[src/design/nta_pkg.sv]
// Shared types, constants and helpers for the number-to-ASCII formatter.
`timescale 1ns / 1ps

package nta_pkg;

   localparam int VALUE_W        = 16;
   localparam int CHAR_W         = 7;
   localparam int IPART_W        = 3;
   localparam int FRAC_WIDTH_DEF = 13;
   localparam int SCALE          = 10000;
   localparam int SCALE_W        = 14;
   localparam int FRAC_MAX       = 9999;
   localparam int DEC_DIGITS     = 5;
   localparam int HEX_DIGITS     = 4;
   localparam int TEXT_LEN       = 6;
   localparam int LEN_W          = 3;
   localparam int QUEUE_DEPTH    = 2;

   // x / 10 == (x * 52429) >> 19 for every 16-bit x
   localparam int DIV10_MUL   = 52429;
   localparam int DIV10_SHIFT = 19;
   localparam int PROD_W      = 32;

   localparam logic [CHAR_W-1:0] CH_ZERO  = 7'h30;
   localparam logic [CHAR_W-1:0] CH_A     = 7'h41;
   localparam logic [CHAR_W-1:0] CH_POINT = 7'h2E;

   typedef enum logic [1:0] {
      CMD_DEC  = 2'd0,
      CMD_HEX  = 2'd1,
      CMD_FIX  = 2'd2,
      CMD_NONE = 2'd3
   } cmd_type;

   // One classified word travelling from the front to the back.
   typedef struct packed {
      cmd_type              mode;
      logic [VALUE_W-1:0]   number;
      logic [IPART_W-1:0]   ipart;
   } item_type;

   typedef struct packed {
      logic             cv_busy;
      logic             cv_done;
      logic [LEN_W-1:0] em_left;
   } back_status_type;

   function automatic logic [CHAR_W-1:0] hex_char(input logic [3:0] d);
      logic [CHAR_W-1:0] c;
      if (d < 4'd10) begin
         c = CH_ZERO + CHAR_W'(d);
      end else begin
         c = CH_A + CHAR_W'(d - 4'd10);
      end
      return c;
   endfunction

endpackage

[src/design/nta_front.sv]
// Front end: accepts words, drops unused commands, scales and rounds the fraction.
`timescale 1ns / 1ps

module nta_front
   import nta_pkg::*;
#(
   parameter int FRAC_WIDTH = FRAC_WIDTH_DEF
) (
   input  logic               clock,
   input  logic               reset,
   input  logic               req_valid,
   output logic               req_ready,
   input  logic [1:0]         req_command,
   input  logic [VALUE_W-1:0] req_value,
   output logic               out_valid,
   input  logic               out_ready,
   output item_type           out_item
);

   localparam int ACC_W = FRAC_WIDTH + SCALE_W;
   localparam int INT_W = VALUE_W - FRAC_WIDTH;
   localparam logic [SCALE_W:0]   RND_MAX = (SCALE_W + 1)'(FRAC_MAX);
   localparam logic [ACC_W-1:0]   SCALE_K = ACC_W'(SCALE);

   logic               a_valid_ff, a_valid_in;
   cmd_type            a_cmd_ff, a_cmd_in;
   logic [VALUE_W-1:0] a_value_ff, a_value_in;

   logic               b_valid_ff, b_valid_in;
   cmd_type            b_mode_ff, b_mode_in;
   logic [VALUE_W-1:0] b_value_ff, b_value_in;
   logic [IPART_W-1:0] b_ipart_ff, b_ipart_in;
   logic [ACC_W-1:0]   b_acc_ff, b_acc_in;

   logic               a_ready, b_ready;
   logic [ACC_W-1:0]   a_prod;
   logic [SCALE_W:0]   b_round;
   logic [SCALE_W-1:0] b_frac;

   assign b_ready   = !b_valid_ff || out_ready;
   assign a_ready   = !a_valid_ff || b_ready;
   assign req_ready = a_ready;

   assign a_prod = ACC_W'(a_value_ff[FRAC_WIDTH-1:0]) * SCALE_K;

   // round half up, then clamp a carry into the integer digit back to 9999
   assign b_round = {1'b0, b_acc_ff[ACC_W-1:FRAC_WIDTH]}
                    + (SCALE_W + 1)'(b_acc_ff[FRAC_WIDTH-1]);
   assign b_frac  = (b_round > RND_MAX) ? SCALE_W'(FRAC_MAX) : b_round[SCALE_W-1:0];

   always_comb begin
      a_valid_in = a_valid_ff;
      a_cmd_in   = a_cmd_ff;
      a_value_in = a_value_ff;
      if (a_ready) begin
         a_valid_in = req_valid && (cmd_type'(req_command) != CMD_NONE);
         a_cmd_in   = cmd_type'(req_command);
         a_value_in = req_value;
      end

      b_valid_in = b_valid_ff;
      b_mode_in  = b_mode_ff;
      b_value_in = b_value_ff;
      b_ipart_in = b_ipart_ff;
      b_acc_in   = b_acc_ff;
      if (b_ready) begin
         b_valid_in = a_valid_ff;
         b_mode_in  = a_cmd_ff;
         b_value_in = a_value_ff;
         b_ipart_in = IPART_W'(a_value_ff[VALUE_W-1:VALUE_W-INT_W]);
         b_acc_in   = a_prod;
      end
   end

   always_ff @(posedge clock) begin
      if (reset) begin
         a_valid_ff <= 1'b0;
         b_valid_ff <= 1'b0;
      end else begin
         a_valid_ff <= a_valid_in;
         b_valid_ff <= b_valid_in;
      end
      a_cmd_ff   <= a_cmd_in;
      a_value_ff <= a_value_in;
      b_mode_ff  <= b_mode_in;
      b_value_ff <= b_value_in;
      b_ipart_ff <= b_ipart_in;
      b_acc_ff   <= b_acc_in;
   end

   assign out_valid       = b_valid_ff;
   assign out_item.mode   = b_mode_ff;
   assign out_item.number = (b_mode_ff == CMD_FIX) ? VALUE_W'(b_frac) : b_value_ff;
   assign out_item.ipart  = b_ipart_ff;

endmodule

[src/design/nta_fifo.sv]
// Small register queue between the front and the back.
`timescale 1ns / 1ps

module nta_fifo
   import nta_pkg::*;
#(
   parameter int WIDTH = $bits(item_type),
   parameter int DEPTH = QUEUE_DEPTH
) (
   input  logic             clock,
   input  logic             reset,
   input  logic             push_valid,
   output logic             push_ready,
   input  logic [WIDTH-1:0] push_data,
   output logic             pop_valid,
   input  logic             pop_ready,
   output logic [WIDTH-1:0] pop_data
);

   localparam int PTR_W = (DEPTH > 1) ? $clog2(DEPTH) : 1;
   localparam int CNT_W = $clog2(DEPTH + 1);
   localparam logic [PTR_W-1:0] PTR_LAST = PTR_W'(DEPTH - 1);
   localparam logic [CNT_W-1:0] CNT_FULL = CNT_W'(DEPTH);

   logic [WIDTH-1:0] mem_ff [DEPTH];
   logic [PTR_W-1:0] wr_ptr_ff, wr_ptr_in;
   logic [PTR_W-1:0] rd_ptr_ff, rd_ptr_in;
   logic [CNT_W-1:0] count_ff, count_in;
   logic             push, pop;

   assign push_ready = (count_ff != CNT_FULL);
   assign pop_valid  = (count_ff != '0);
   assign pop_data   = mem_ff[rd_ptr_ff];
   assign push       = push_valid && push_ready;
   assign pop        = pop_valid && pop_ready;

   always_comb begin
      wr_ptr_in = wr_ptr_ff;
      rd_ptr_in = rd_ptr_ff;
      count_in  = count_ff;
      if (push) begin
         wr_ptr_in = (wr_ptr_ff == PTR_LAST) ? '0 : wr_ptr_ff + PTR_W'(1);
      end
      if (pop) begin
         rd_ptr_in = (rd_ptr_ff == PTR_LAST) ? '0 : rd_ptr_ff + PTR_W'(1);
      end
      if (push && !pop) begin
         count_in = count_ff + CNT_W'(1);
      end else if (pop && !push) begin
         count_in = count_ff - CNT_W'(1);
      end
   end

   always_ff @(posedge clock) begin
      if (reset) begin
         wr_ptr_ff <= '0;
         rd_ptr_ff <= '0;
         count_ff  <= '0;
      end else begin
         wr_ptr_ff <= wr_ptr_in;
         rd_ptr_ff <= rd_ptr_in;
         count_ff  <= count_in;
      end
      if (push) begin
         mem_ff[wr_ptr_ff] <= push_data;
      end
   end

endmodule

[src/design/nta_back.sv]
// Back end: digit converter (one digit a cycle) feeding a character shift-out stage.
`timescale 1ns / 1ps

module nta_back
   import nta_pkg::*;
(
   input  logic              clock,
   input  logic              reset,
   input  logic              in_valid,
   output logic              in_ready,
   input  item_type          in_item,
   output logic              rsp_valid,
   input  logic              rsp_ready,
   output logic [CHAR_W-1:0] rsp_character,
   output logic              rsp_last,
   output back_status_type   status
);

   localparam logic [LEN_W-1:0] LEN_HEX = LEN_W'(HEX_DIGITS);
   localparam logic [LEN_W-1:0] LEN_FIX = LEN_W'(TEXT_LEN);
   localparam logic [LEN_W-1:0] STEP_LAST = LEN_W'(HEX_DIGITS - 1);

   logic               cv_busy_ff, cv_busy_in;
   logic               cv_done_ff, cv_done_in;
   cmd_type            cv_mode_ff, cv_mode_in;
   logic [VALUE_W-1:0] cv_num_ff, cv_num_in;
   logic [IPART_W-1:0] cv_ipart_ff, cv_ipart_in;
   logic [LEN_W-1:0]   cv_cnt_ff, cv_cnt_in;
   logic [CHAR_W-1:0]  cv_chars_ff [DEC_DIGITS];
   logic [CHAR_W-1:0]  cv_chars_in [DEC_DIGITS];

   logic [LEN_W-1:0]   em_left_ff, em_left_in;
   logic [CHAR_W-1:0]  em_chars_ff [TEXT_LEN];
   logic [CHAR_W-1:0]  em_chars_in [TEXT_LEN];

   logic               em_free, handoff, load, last_step;
   logic [PROD_W-1:0]  div_prod;
   logic [VALUE_W-1:0] quot, rem;
   logic [3:0]         digit;
   logic [VALUE_W-1:0] num_next;

   assign em_free  = (em_left_ff == '0) || ((em_left_ff == LEN_W'(1)) && rsp_ready);
   assign handoff  = cv_done_ff && em_free;
   assign in_ready = !cv_busy_ff && (!cv_done_ff || handoff);
   assign load     = in_valid && in_ready;

   // divide by ten through the reciprocal, remainder by shift and subtract
   assign div_prod = PROD_W'(cv_num_ff) * PROD_W'(DIV10_MUL);
   assign quot     = VALUE_W'(div_prod[PROD_W-1:DIV10_SHIFT]);
   assign rem      = cv_num_ff - (quot << 3) - (quot << 1);

   always_comb begin
      if (cv_mode_ff == CMD_HEX) begin
         digit    = cv_num_ff[3:0];
         num_next = cv_num_ff >> 4;
      end else begin
         digit    = rem[3:0];
         num_next = quot;
      end
      if (cv_mode_ff == CMD_DEC) begin
         last_step = (quot == '0);
      end else begin
         last_step = (cv_cnt_ff == STEP_LAST);
      end
   end

   always_comb begin
      cv_busy_in  = cv_busy_ff;
      cv_done_in  = cv_done_ff;
      cv_mode_in  = cv_mode_ff;
      cv_num_in   = cv_num_ff;
      cv_ipart_in = cv_ipart_ff;
      cv_cnt_in   = cv_cnt_ff;
      cv_chars_in = cv_chars_ff;

      if (handoff) begin
         cv_done_in = 1'b0;
      end
      if (load) begin
         cv_busy_in  = 1'b1;
         cv_mode_in  = in_item.mode;
         cv_num_in   = in_item.number;
         cv_ipart_in = in_item.ipart;
         cv_cnt_in   = '0;
      end else if (cv_busy_ff) begin
         // digits come out least significant first: push at the head
         cv_chars_in[0] = hex_char(digit);
         for (int i = 1; i < DEC_DIGITS; i++) begin
            cv_chars_in[i] = cv_chars_ff[i-1];
         end
         cv_num_in = num_next;
         cv_cnt_in = cv_cnt_ff + LEN_W'(1);
         if (last_step) begin
            cv_busy_in = 1'b0;
            cv_done_in = 1'b1;
         end
      end
   end

   always_comb begin
      em_left_in  = em_left_ff;
      em_chars_in = em_chars_ff;
      if (handoff) begin
         priority case (cv_mode_ff)
            CMD_FIX: begin
               em_chars_in[0] = CH_ZERO + CHAR_W'(cv_ipart_ff);
               em_chars_in[1] = CH_POINT;
               for (int i = 0; i < HEX_DIGITS; i++) begin
                  em_chars_in[i+2] = cv_chars_ff[i];
               end
               em_left_in = LEN_FIX;
            end
            CMD_HEX: begin
               for (int i = 0; i < DEC_DIGITS; i++) begin
                  em_chars_in[i] = cv_chars_ff[i];
               end
               em_left_in = LEN_HEX;
            end
            default: begin
               for (int i = 0; i < DEC_DIGITS; i++) begin
                  em_chars_in[i] = cv_chars_ff[i];
               end
               em_left_in = cv_cnt_ff;
            end
         endcase
      end else if (rsp_valid && rsp_ready) begin
         // advance: drop the character just taken
         for (int i = 0; i < TEXT_LEN - 1; i++) begin
            em_chars_in[i] = em_chars_ff[i+1];
         end
         em_left_in = em_left_ff - LEN_W'(1);
      end
   end

   always_ff @(posedge clock) begin
      if (reset) begin
         cv_busy_ff <= 1'b0;
         cv_done_ff <= 1'b0;
         em_left_ff <= '0;
      end else begin
         cv_busy_ff <= cv_busy_in;
         cv_done_ff <= cv_done_in;
         em_left_ff <= em_left_in;
      end
      cv_mode_ff  <= cv_mode_in;
      cv_num_ff   <= cv_num_in;
      cv_ipart_ff <= cv_ipart_in;
      cv_cnt_ff   <= cv_cnt_in;
      cv_chars_ff <= cv_chars_in;
      em_chars_ff <= em_chars_in;
   end

   assign rsp_valid      = (em_left_ff != '0);
   assign rsp_character  = em_chars_ff[0];
   assign rsp_last       = (em_left_ff == LEN_W'(1));
   assign status.cv_busy = cv_busy_ff;
   assign status.cv_done = cv_done_ff;
   assign status.em_left = em_left_ff;

endmodule

[src/design/number_to_ascii_formatter.sv]
// Top level of the number-to-ASCII formatter: front end, queue and back end.
// Path: a word passes front-end stages a and b, the queue, the digit converter (one step
//   per decimal digit, or 4 for hex and fixed point) and the character shift-out stage.
// Overlap: the one-digit-a-cycle converter works on the next word while the output
//   shifts out the previous one, one character a cycle while rsp_ready is high.
// Reset: synchronous, active high; clears all flags, the queue and the em_left count.
`timescale 1ns / 1ps

module number_to_ascii_formatter
   import nta_pkg::*;
#(
   parameter int FRAC_WIDTH = FRAC_WIDTH_DEF
) (
   input  logic               clock,
   input  logic               reset,
   input  logic               req_valid,
   output logic               req_ready,
   input  logic [1:0]         req_command,
   input  logic [VALUE_W-1:0] req_value,
   output logic               rsp_valid,
   input  logic               rsp_ready,
   output logic [CHAR_W-1:0]  rsp_character,
   output logic               rsp_last
);

   localparam int ITEM_W = $bits(item_type);

   logic            fr_valid, fr_ready;
   item_type        fr_item;
   logic            q_valid, q_ready;
   logic [ITEM_W-1:0] q_data;
   back_status_type bk_st;

   nta_front #(
      .FRAC_WIDTH (FRAC_WIDTH)
   ) u_front (
      .clock       (clock),
      .reset       (reset),
      .req_valid   (req_valid),
      .req_ready   (req_ready),
      .req_command (req_command),
      .req_value   (req_value),
      .out_valid   (fr_valid),
      .out_ready   (fr_ready),
      .out_item    (fr_item)
   );

   nta_fifo #(
      .WIDTH (ITEM_W),
      .DEPTH (QUEUE_DEPTH)
   ) u_fifo (
      .clock      (clock),
      .reset      (reset),
      .push_valid (fr_valid),
      .push_ready (fr_ready),
      .push_data  (fr_item),
      .pop_valid  (q_valid),
      .pop_ready  (q_ready),
      .pop_data   (q_data)
   );

   nta_back u_back (
      .clock         (clock),
      .reset         (reset),
      .in_valid      (q_valid),
      .in_ready      (q_ready),
      .in_item       (item_type'(q_data)),
      .rsp_valid     (rsp_valid),
      .rsp_ready     (rsp_ready),
      .rsp_character (rsp_character),
      .rsp_last      (rsp_last),
      .status        (bk_st)
   );

   a_reset_clears: assert property (@(posedge clock)
      reset |=> !rsp_valid && !bk_st.cv_busy && !bk_st.cv_done)
      else $error("back end not idle after reset");

   a_conv_exclusive: assert property (@(posedge clock) disable iff (reset)
      !(bk_st.cv_busy && bk_st.cv_done))
      else $error("converter busy and done at once");

   a_word_continues: assert property (@(posedge clock) disable iff (reset)
      rsp_valid && rsp_ready && !rsp_last |=> rsp_valid)
      else $error("text broken off before its last character");

   a_len_bound: assert property (@(posedge clock) disable iff (reset)
      bk_st.em_left <= LEN_W'(TEXT_LEN))
      else $error("output length out of range");

endmodule

[config.mk]
export PLATFORM = sky130hd
export DESIGN_NAME = number_to_ascii_formatter
export DESIGN_NICKNAME = d
export VERILOG_FILES = /design/src/design/nta_pkg.sv /design/src/design/nta_front.sv /design/src/design/nta_fifo.sv /design/src/design/nta_back.sv /design/src/design/number_to_ascii_formatter.sv
export SDC_FILE = /design/constraint.sdc
export NUM_CORES = 1
export LEC_CHECK = 0
export ABC_CLOCK_PERIOD_IN_PS = 17900
export BUFFER_PORTS_ARGS = -buffer_cell sky130_fd_sc_hd__buf_2
export CAP_MARGIN = 20
export CELL_PAD_IN_SITES_DETAIL_PLACEMENT = 1
export CELL_PAD_IN_SITES_GLOBAL_PLACEMENT = 1
export CORE_ASPECT_RATIO = 1.1
export CORE_MARGIN = 1
export CORE_UTILIZATION = 35
export CTS_CLUSTER_DIAMETER = 80
export DETAILED_ROUTE_END_ITERATION = 8
export GPL_ROUTABILITY_DRIVEN = 0
export PLACE_DENSITY = 0.64
export SETUP_SLACK_MARGIN = 0.1
export SLEW_MARGIN = 20
export SYNTH_ARGS = -nofsm -noshare
export SYNTH_HDL_FRONTEND = slang
export SYNTH_SLANG_ARGS = --single-unit
[constraint.sdc]
create_clock -name clock -period 17.9 [get_ports clock]
set_input_delay 3.58 -clock clock [delete_from_list [all_inputs] [get_ports clock]]
set_output_delay 3.58 -clock clock [all_outputs]
set_load 0.02 [all_outputs]
==> impl_metrics.env, run 1 <==
export IMPL_status="finished clean"
export IMPL_worst_endpoint_required_ns=18.15
export IMPL_hold_slack_ns=0.4218
export IMPL_syn_area_per_cell_um2=11.31
export IMPL_ant_nets=0
export IMPL_cap_violations=0
export IMPL_clock_skew_ns=0.01484
export IMPL_vias=9253
export IMPL_drtIter0Drc=352
export IMPL_vias_per_cell=4.775
export IMPL_synthArstFlopShare=0
export IMPL_cts_root_buffer="clkbuf_16"
export IMPL_rsz0062_at_grt="no"
export IMPL_postCtsHoldBufs=0
export IMPL_finalNetCount=1689
export IMPL_num_io_pins=32
export IMPL_antenna_found_initial=0
export IMPL_cts_setup_buffers=0
export IMPL_crit_type="flop to flop"
export IMPL_grt_max_degree=78
export IMPL_initial_core_util=0.3553
export IMPL_ys_seq_elements=206
export IMPL_post_cts_resized=0
export IMPL_synth_top_family_by_area="adder cells"
export IMPL_worst_pin_slew_ns=0.9689
export IMPL_grt_usage=0.1561
export IMPL_antenna_cells=0
export IMPL_synth_top_area_cell="edfxtp_1"
export IMPL_seq_area_frac_synth=0.4015
export IMPL_period_share=0.4373
export IMPL_drv_slew=0
export IMPL_clkLatencyLatePin_ns=0.51
export IMPL_path_max_fanout=11
export IMPL_slowest_delay_ns=0.58
export IMPL_clk_pin_slew_ns=0.06
export IMPL_synth_compound_area_frac=0.07424
export IMPL_finalWirelength_mm=32.74
export IMPL_tns_ns=0
export IMPL_clock_path_buffers=3
export IMPL_slowest_stage="fa_1"
export IMPL_dieArea_um2=43790
export IMPL_wl_met2_mm=16.90
export IMPL_ys_warn_count=0
export IMPL_rows=79
export IMPL_synth_simple_area_share=0.07507
export IMPL_synth_xor_area_share=0.03113
export IMPL_relSlewSlack=0.3541
export IMPL_core_area_um2=42310
export IMPL_synth_adder_area_share=0.3121
export IMPL_netlist_instances=1329
export IMPL_synth_edf_count=191
export IMPL_cts_tree="yes"
export IMPL_finalHoldViolations=0
export IMPL_layout_common_cells="248 x inv_1, 206 x ha_1, 191 x edfxtp_1"
export IMPL_area_growth_pct=10.00
export IMPL_crit_arrival_ns=8.07
export IMPL_hp_class="flop to flop"
export IMPL_max_freq_ghz=0.1278
export IMPL_hold_depth=0
export IMPL_cts_buffers_inserted=23
export IMPL_yosysTopAreaCellShare=0.3815
export IMPL_synth_area_leaders="edfxtp_1 38%, ha_1 17%, fa_1 14%"
export IMPL_finalSetupViolCount=0
export IMPL_die_h_um=219.4
export IMPL_wl_met1_mm=14.58
export IMPL_grt_pass1_wl_mm=53.12
export IMPL_critPathLaunchType="flop"
export IMPL_crit_path_frequent_cell="fa_1"
export IMPL_globalRouteOverflowTotal=0
export IMPL_route_detailed_drc=0
export IMPL_drt_pass1_iterations=4
export IMPL_critPathCaptureType="flop"
export IMPL_wl_per_cell_um=16.90
export IMPL_die_x_um=199.6
export IMPL_synth_ff_type="edfxtp_1"
export IMPL_port_buffers=31
export IMPL_period_needed_ns=7.827
export IMPL_final_cell_area_um2=16540
export IMPL_syn_nets=1663
export IMPL_reg2reg_depth=25
export IMPL_synthMuxAreaShare=0.03204
export IMPL_dr_max_layer_used="met4"
export IMPL_syn_area_um2=15030
export IMPL_synth_cell_types=65
export IMPL_grt_pass1_vias=10160
export IMPL_cts_sinks=206
export IMPL_place_area_um2=15800
export IMPL_met3_length_um=711
export IMPL_htreeDepth=1
export IMPL_place_hpwl_mm=26.34
export IMPL_layout_drive_gt1_share=0.06637
export IMPL_final_common_cell="inv_1"
-- final cells by class --
type                            count  area [um2]
Fill cell                        4667       25770
Multi-Input combinational cell    834        7891
Sequential cell                   206        6037
Inverter                          251       942.2
Tap cell                          567       709.4
Clock buffer                       28       594.3
Timing Repair Buffer               39       215.2
Clock inverter                     13       147.6
-- per-stage QoR --
stage / setup slack, ns / util / cells
6_report: 10.07 / 0.3909 / 1938
5_1_grt: 9.666 / 0.3909 / 1938
4_1_cts: 10.05 / 0.3909 / 1938
3_5_place_dp: 10.09 / 0.3734 / 1897
3_3_place_gp: 10.26 / 0.3734 / 1897
2_1_floorplan: 11.00 / - / 1329
-- flip-flops by register name, indices dropped and copies added, names as in the netlist, 7 cells and up, named ones only --
register / flops
u_back.cv_num_ff: 16
u_back.em_chars_ff: 35
u_front.a_value_ff: 16
u_front.b_value_ff: 13
u_back.cv_chars_ff: 35
u_fifo.mem_ff: 42
u_back.rsp_character: 7
u_front.b_acc_ff: 15
-- synthesized netlist by cell type, types with 6 or more instances --
cell type and count:
a211oi_1 15, a21o_1 11, a21oi_1 40, a31oi_1 11
and2_1 10, and3_1 6, buf_4 7, clkbuf_1 30
dfxtp_1 15, edfxtp_1 191, fa_1 105, ha_1 207
inv_1 249, mux2i_1 41, nand2_1 100, nand2b_1 7
nand3_1 7, nand4_1 7, nor2_1 64, nor2b_1 9
nor3_1 9, o21ai_0 55, xnor2_1 26, xor2_1 23
-- path summary, 6_finish.rpt --
kind,start,endpoint,slack (ns)
worst min register to register,u_front.a_value_ff[14],u_front.b_ipart_ff[1],0.42
worst max register to register,u_back.cv_num_ff[3],u_back.cv_chars_ff[32],10.07
worst max-delay path,u_back.cv_num_ff[3],u_back.cv_chars_ff[32],10.07
worst min-delay path,u_front.a_value_ff[14],u_front.b_ipart_ff[1],0.42
-- critical path: cells and delay by family (launching register included) --
kind                       cells  cell delay (ns)
AOI/OAI and AO/OA              1             0.08
adders and majority gates      9             4.14
and+or+nand+nor                7             1.30
xor gates and xnor gates       2             0.76
muxes                          2             0.49
DFF                            1             0.54
buffers and inverters          4             0.23
-- metal layers --
metal,vias up,global-route usage
met5,-,0
met1,4598,0.1966
met2,81,0.2847
li1,4546,-
met4,0,0.03003
met3,28,0.01906
-- cell families (layout without fill, tap and decap cells) --
logic type | Yosys count | count (layout)
AOI/OAI and AO/OA | 179 | 179
buffers and inverters | 289 | 331
DFF | 206 | 206
adders and majority gates | 312 | 312
xor gates and xnor gates | 51 | 51
muxes | 47 | 47
and+or+nand+nor | 245 | 245
Power of run 1 is left out: the tool's default activity adds up to more than one toggle a clock period on the data nets, which glitch-free logic cannot reach.
==> run 2: changes to the inputs <==
--- a/config.mk
+++ b/config.mk
@@ -5,7 +5,7 @@
 export SDC_FILE = /design/constraint.sdc
 export NUM_CORES = 1
 export LEC_CHECK = 0
-export ABC_CLOCK_PERIOD_IN_PS = 17900
+export ABC_CLOCK_PERIOD_IN_PS = 7260
 export BUFFER_PORTS_ARGS = -buffer_cell sky130_fd_sc_hd__buf_2
 export CAP_MARGIN = 20
 export CELL_PAD_IN_SITES_DETAIL_PLACEMENT = 1
==> constraint.sdc (replaced) <==
create_clock -name clock -period 7.26 [get_ports clock]
set_input_delay 1.452 -clock clock [delete_from_list [all_inputs] [get_ports clock]]
set_output_delay 1.452 -clock clock [all_outputs]
set_load 0.02 [all_outputs]
==> impl_metrics.env, run 2 (synthesized netlist as in run 1, its figures left out) <==
export IMPL_rsz0062_at_grt="no"
export IMPL_globalRouteOverflowTotal=0
export IMPL_period_share=0.9632
export IMPL_finalWirelength_mm=33.77
export IMPL_drt_pass1_iterations=4
export IMPL_layout_common_cells="248 x inv_1, 196 x ha_1, 191 x edfxtp_1"
export IMPL_die_h_um=219.4
export IMPL_core_area_um2=42310
export IMPL_cts_root_buffer="clkbuf_16"
export IMPL_hp_class="flop to flop"
export IMPL_port_buffers=31
export IMPL_dp_cells=1917
export IMPL_grt_max_degree=78
export IMPL_num_io_pins=32
export IMPL_grtUsageMet2=0.2946
export IMPL_cts_sinks=206
export IMPL_clk_pin_slew_ns=0.06
export IMPL_clkLatencyLatePin_ns=0.52
export IMPL_antenna_cells=0
export IMPL_status="finished clean"
export IMPL_dieArea_um2=43790
export IMPL_clock_skew_ns=0.01432
export IMPL_path_max_fanout=4
export IMPL_finalNetCount=1722
export IMPL_initial_core_util=0.3553
export IMPL_fin_cells=1970
export IMPL_crit_arrival_ns=7.25
export IMPL_antenna_found_initial=0
export IMPL_cts_tree="yes"
export IMPL_grt_busiest_layer="met2"
export IMPL_place_hpwl_mm=26.67
export IMPL_htreeDepth=1
export IMPL_rows=79
export IMPL_crit_type="flop to flop"
export IMPL_period_needed_ns=6.993
export IMPL_die_x_um=199.6
export IMPL_critPathCaptureType="flop"
export IMPL_layout_drive_gt1_share=0.1012
export IMPL_final_common_cell="inv_1"
export IMPL_grt_pass1_vias=10530
export IMPL_grt_pass1_wl_mm=55.07
export IMPL_max_freq_ghz=0.1430
export IMPL_ant_nets=0
export IMPL_setup_ws_ns=0.2669
export IMPL_clock_path_buffers=3
export IMPL_finalSetupViolCount=0
export IMPL_largest_register_ffs=42
export IMPL_gr_usage_met3=0.01998
export IMPL_worst_endpoint_required_ns=7.52
export IMPL_met1_usage=0.1994
export IMPL_cap_violations=0
export IMPL_post_place_ws_ns=-0.006889
export IMPL_drtIter0Drc=302
export IMPL_wl_per_cell_um=17.14
export IMPL_reg_top3="u_fifo.mem_ff: 42 flops, u_back.cv_chars_ff: 35 flops, u_back.em_chars_ff: 35 flops"
export IMPL_top_register="u_fifo.mem_ff"
export IMPL_vias=9464
export IMPL_critPathLaunchType="flop"
export IMPL_finalHoldViolations=0
export IMPL_grt_usage=0.1614
export IMPL_vias_per_cell=4.804
export IMPL_area_growth_pct=12.53
export IMPL_worst_pin_slew_ns=0.9862
export IMPL_cts_buffers_inserted=22
export IMPL_relSlewSlack=0.3425
export IMPL_drv_slew=0
export IMPL_postCtsHoldBufs=0
export IMPL_route_detailed_drc=0
[run 2: metal layers]
layer / part of all wire / up-vias
met3: 0.023 / 40
li1: - / 4607
met4: 0.023 / 0
met5: 0 / -
met2: 0.52 / 95
met1: 0.44 / 4722
[run 2: final timing paths]
| path | cells after the start | slack, ns | to | startpoint |
|---|---|---|---|---|
| setup / recovery | 26 | 0.27 | u_back.cv_chars_ff[32] | u_back.cv_num_ff[2] |
| hold / removal | 0 | 0.42 | u_front.b_mode_ff[0] | u_front.a_cmd_ff[0] |
| setup reg to reg | 26 | 0.27 | u_back.cv_chars_ff[32] | u_back.cv_num_ff[2] |
| hold reg to reg | 0 | 0.42 | u_front.b_mode_ff[0] | u_front.a_cmd_ff[0] |
[run 2: area by class of cell]
class | instances | area [um2]
clock buffers | 31 | 615.6
clock inverters | 8 | 86.33
fillers | 4667 | 25390
inverters | 251 | 942.2
multi-input cells | 834 | 8053
flip-flops and latches | 206 | 6037
well taps | 567 | 709.4
repair buffers | 73 | 474.2
[run 2: worst max-delay path, cell delays in order, from the launching register on]
cell      delay (ns)
edfxtp_1        0.47
buf_4           0.19
ha_4            0.30
xor2_2          0.16
ha_1            0.29
fa_1            0.57
fa_1            0.45
fa_1            0.56
inv_1           0.06
fa_1            0.53
inv_1           0.06
ha_4            0.26
o21ai_2         0.10
o21bai_1        0.08
a21o_1          0.19
a21oi_2         0.14
nand2_1         0.09
xor2_2          0.23
ha_1            0.30
and2_1          0.16
or4_1           0.41
mux2i_2         0.21
xor2_2          0.23
ha_4            0.24
nand3b_1        0.12
nand2_1         0.07
mux2_4          0.26
[run 2: repair_timing]
| action | 4_1_cts | 5_1_grt |
|---|---|---|
| buffers inserted | 3 | 11 |
| pin swaps | 3 | 16 |
| resized for setup | 4 | 21 |
| setup endpoints to repair | 1 | 8 |
[run 2: stage by stage]
step,hold WS [ns],utilization,setup TNS [ns],instance area [um2]
after floorplan,0.4003,-,0,15030
final,0.4189,0.3999,0,16920
after global routing,0.4310,0.3999,0,16920
after detailed placement,0.4063,0.3769,-0.006889,15950
after CTS,0.4204,0.3944,0,16690
after global placement,0.4089,0.3769,0,15950
Power of run 2 is left out for the same reason.
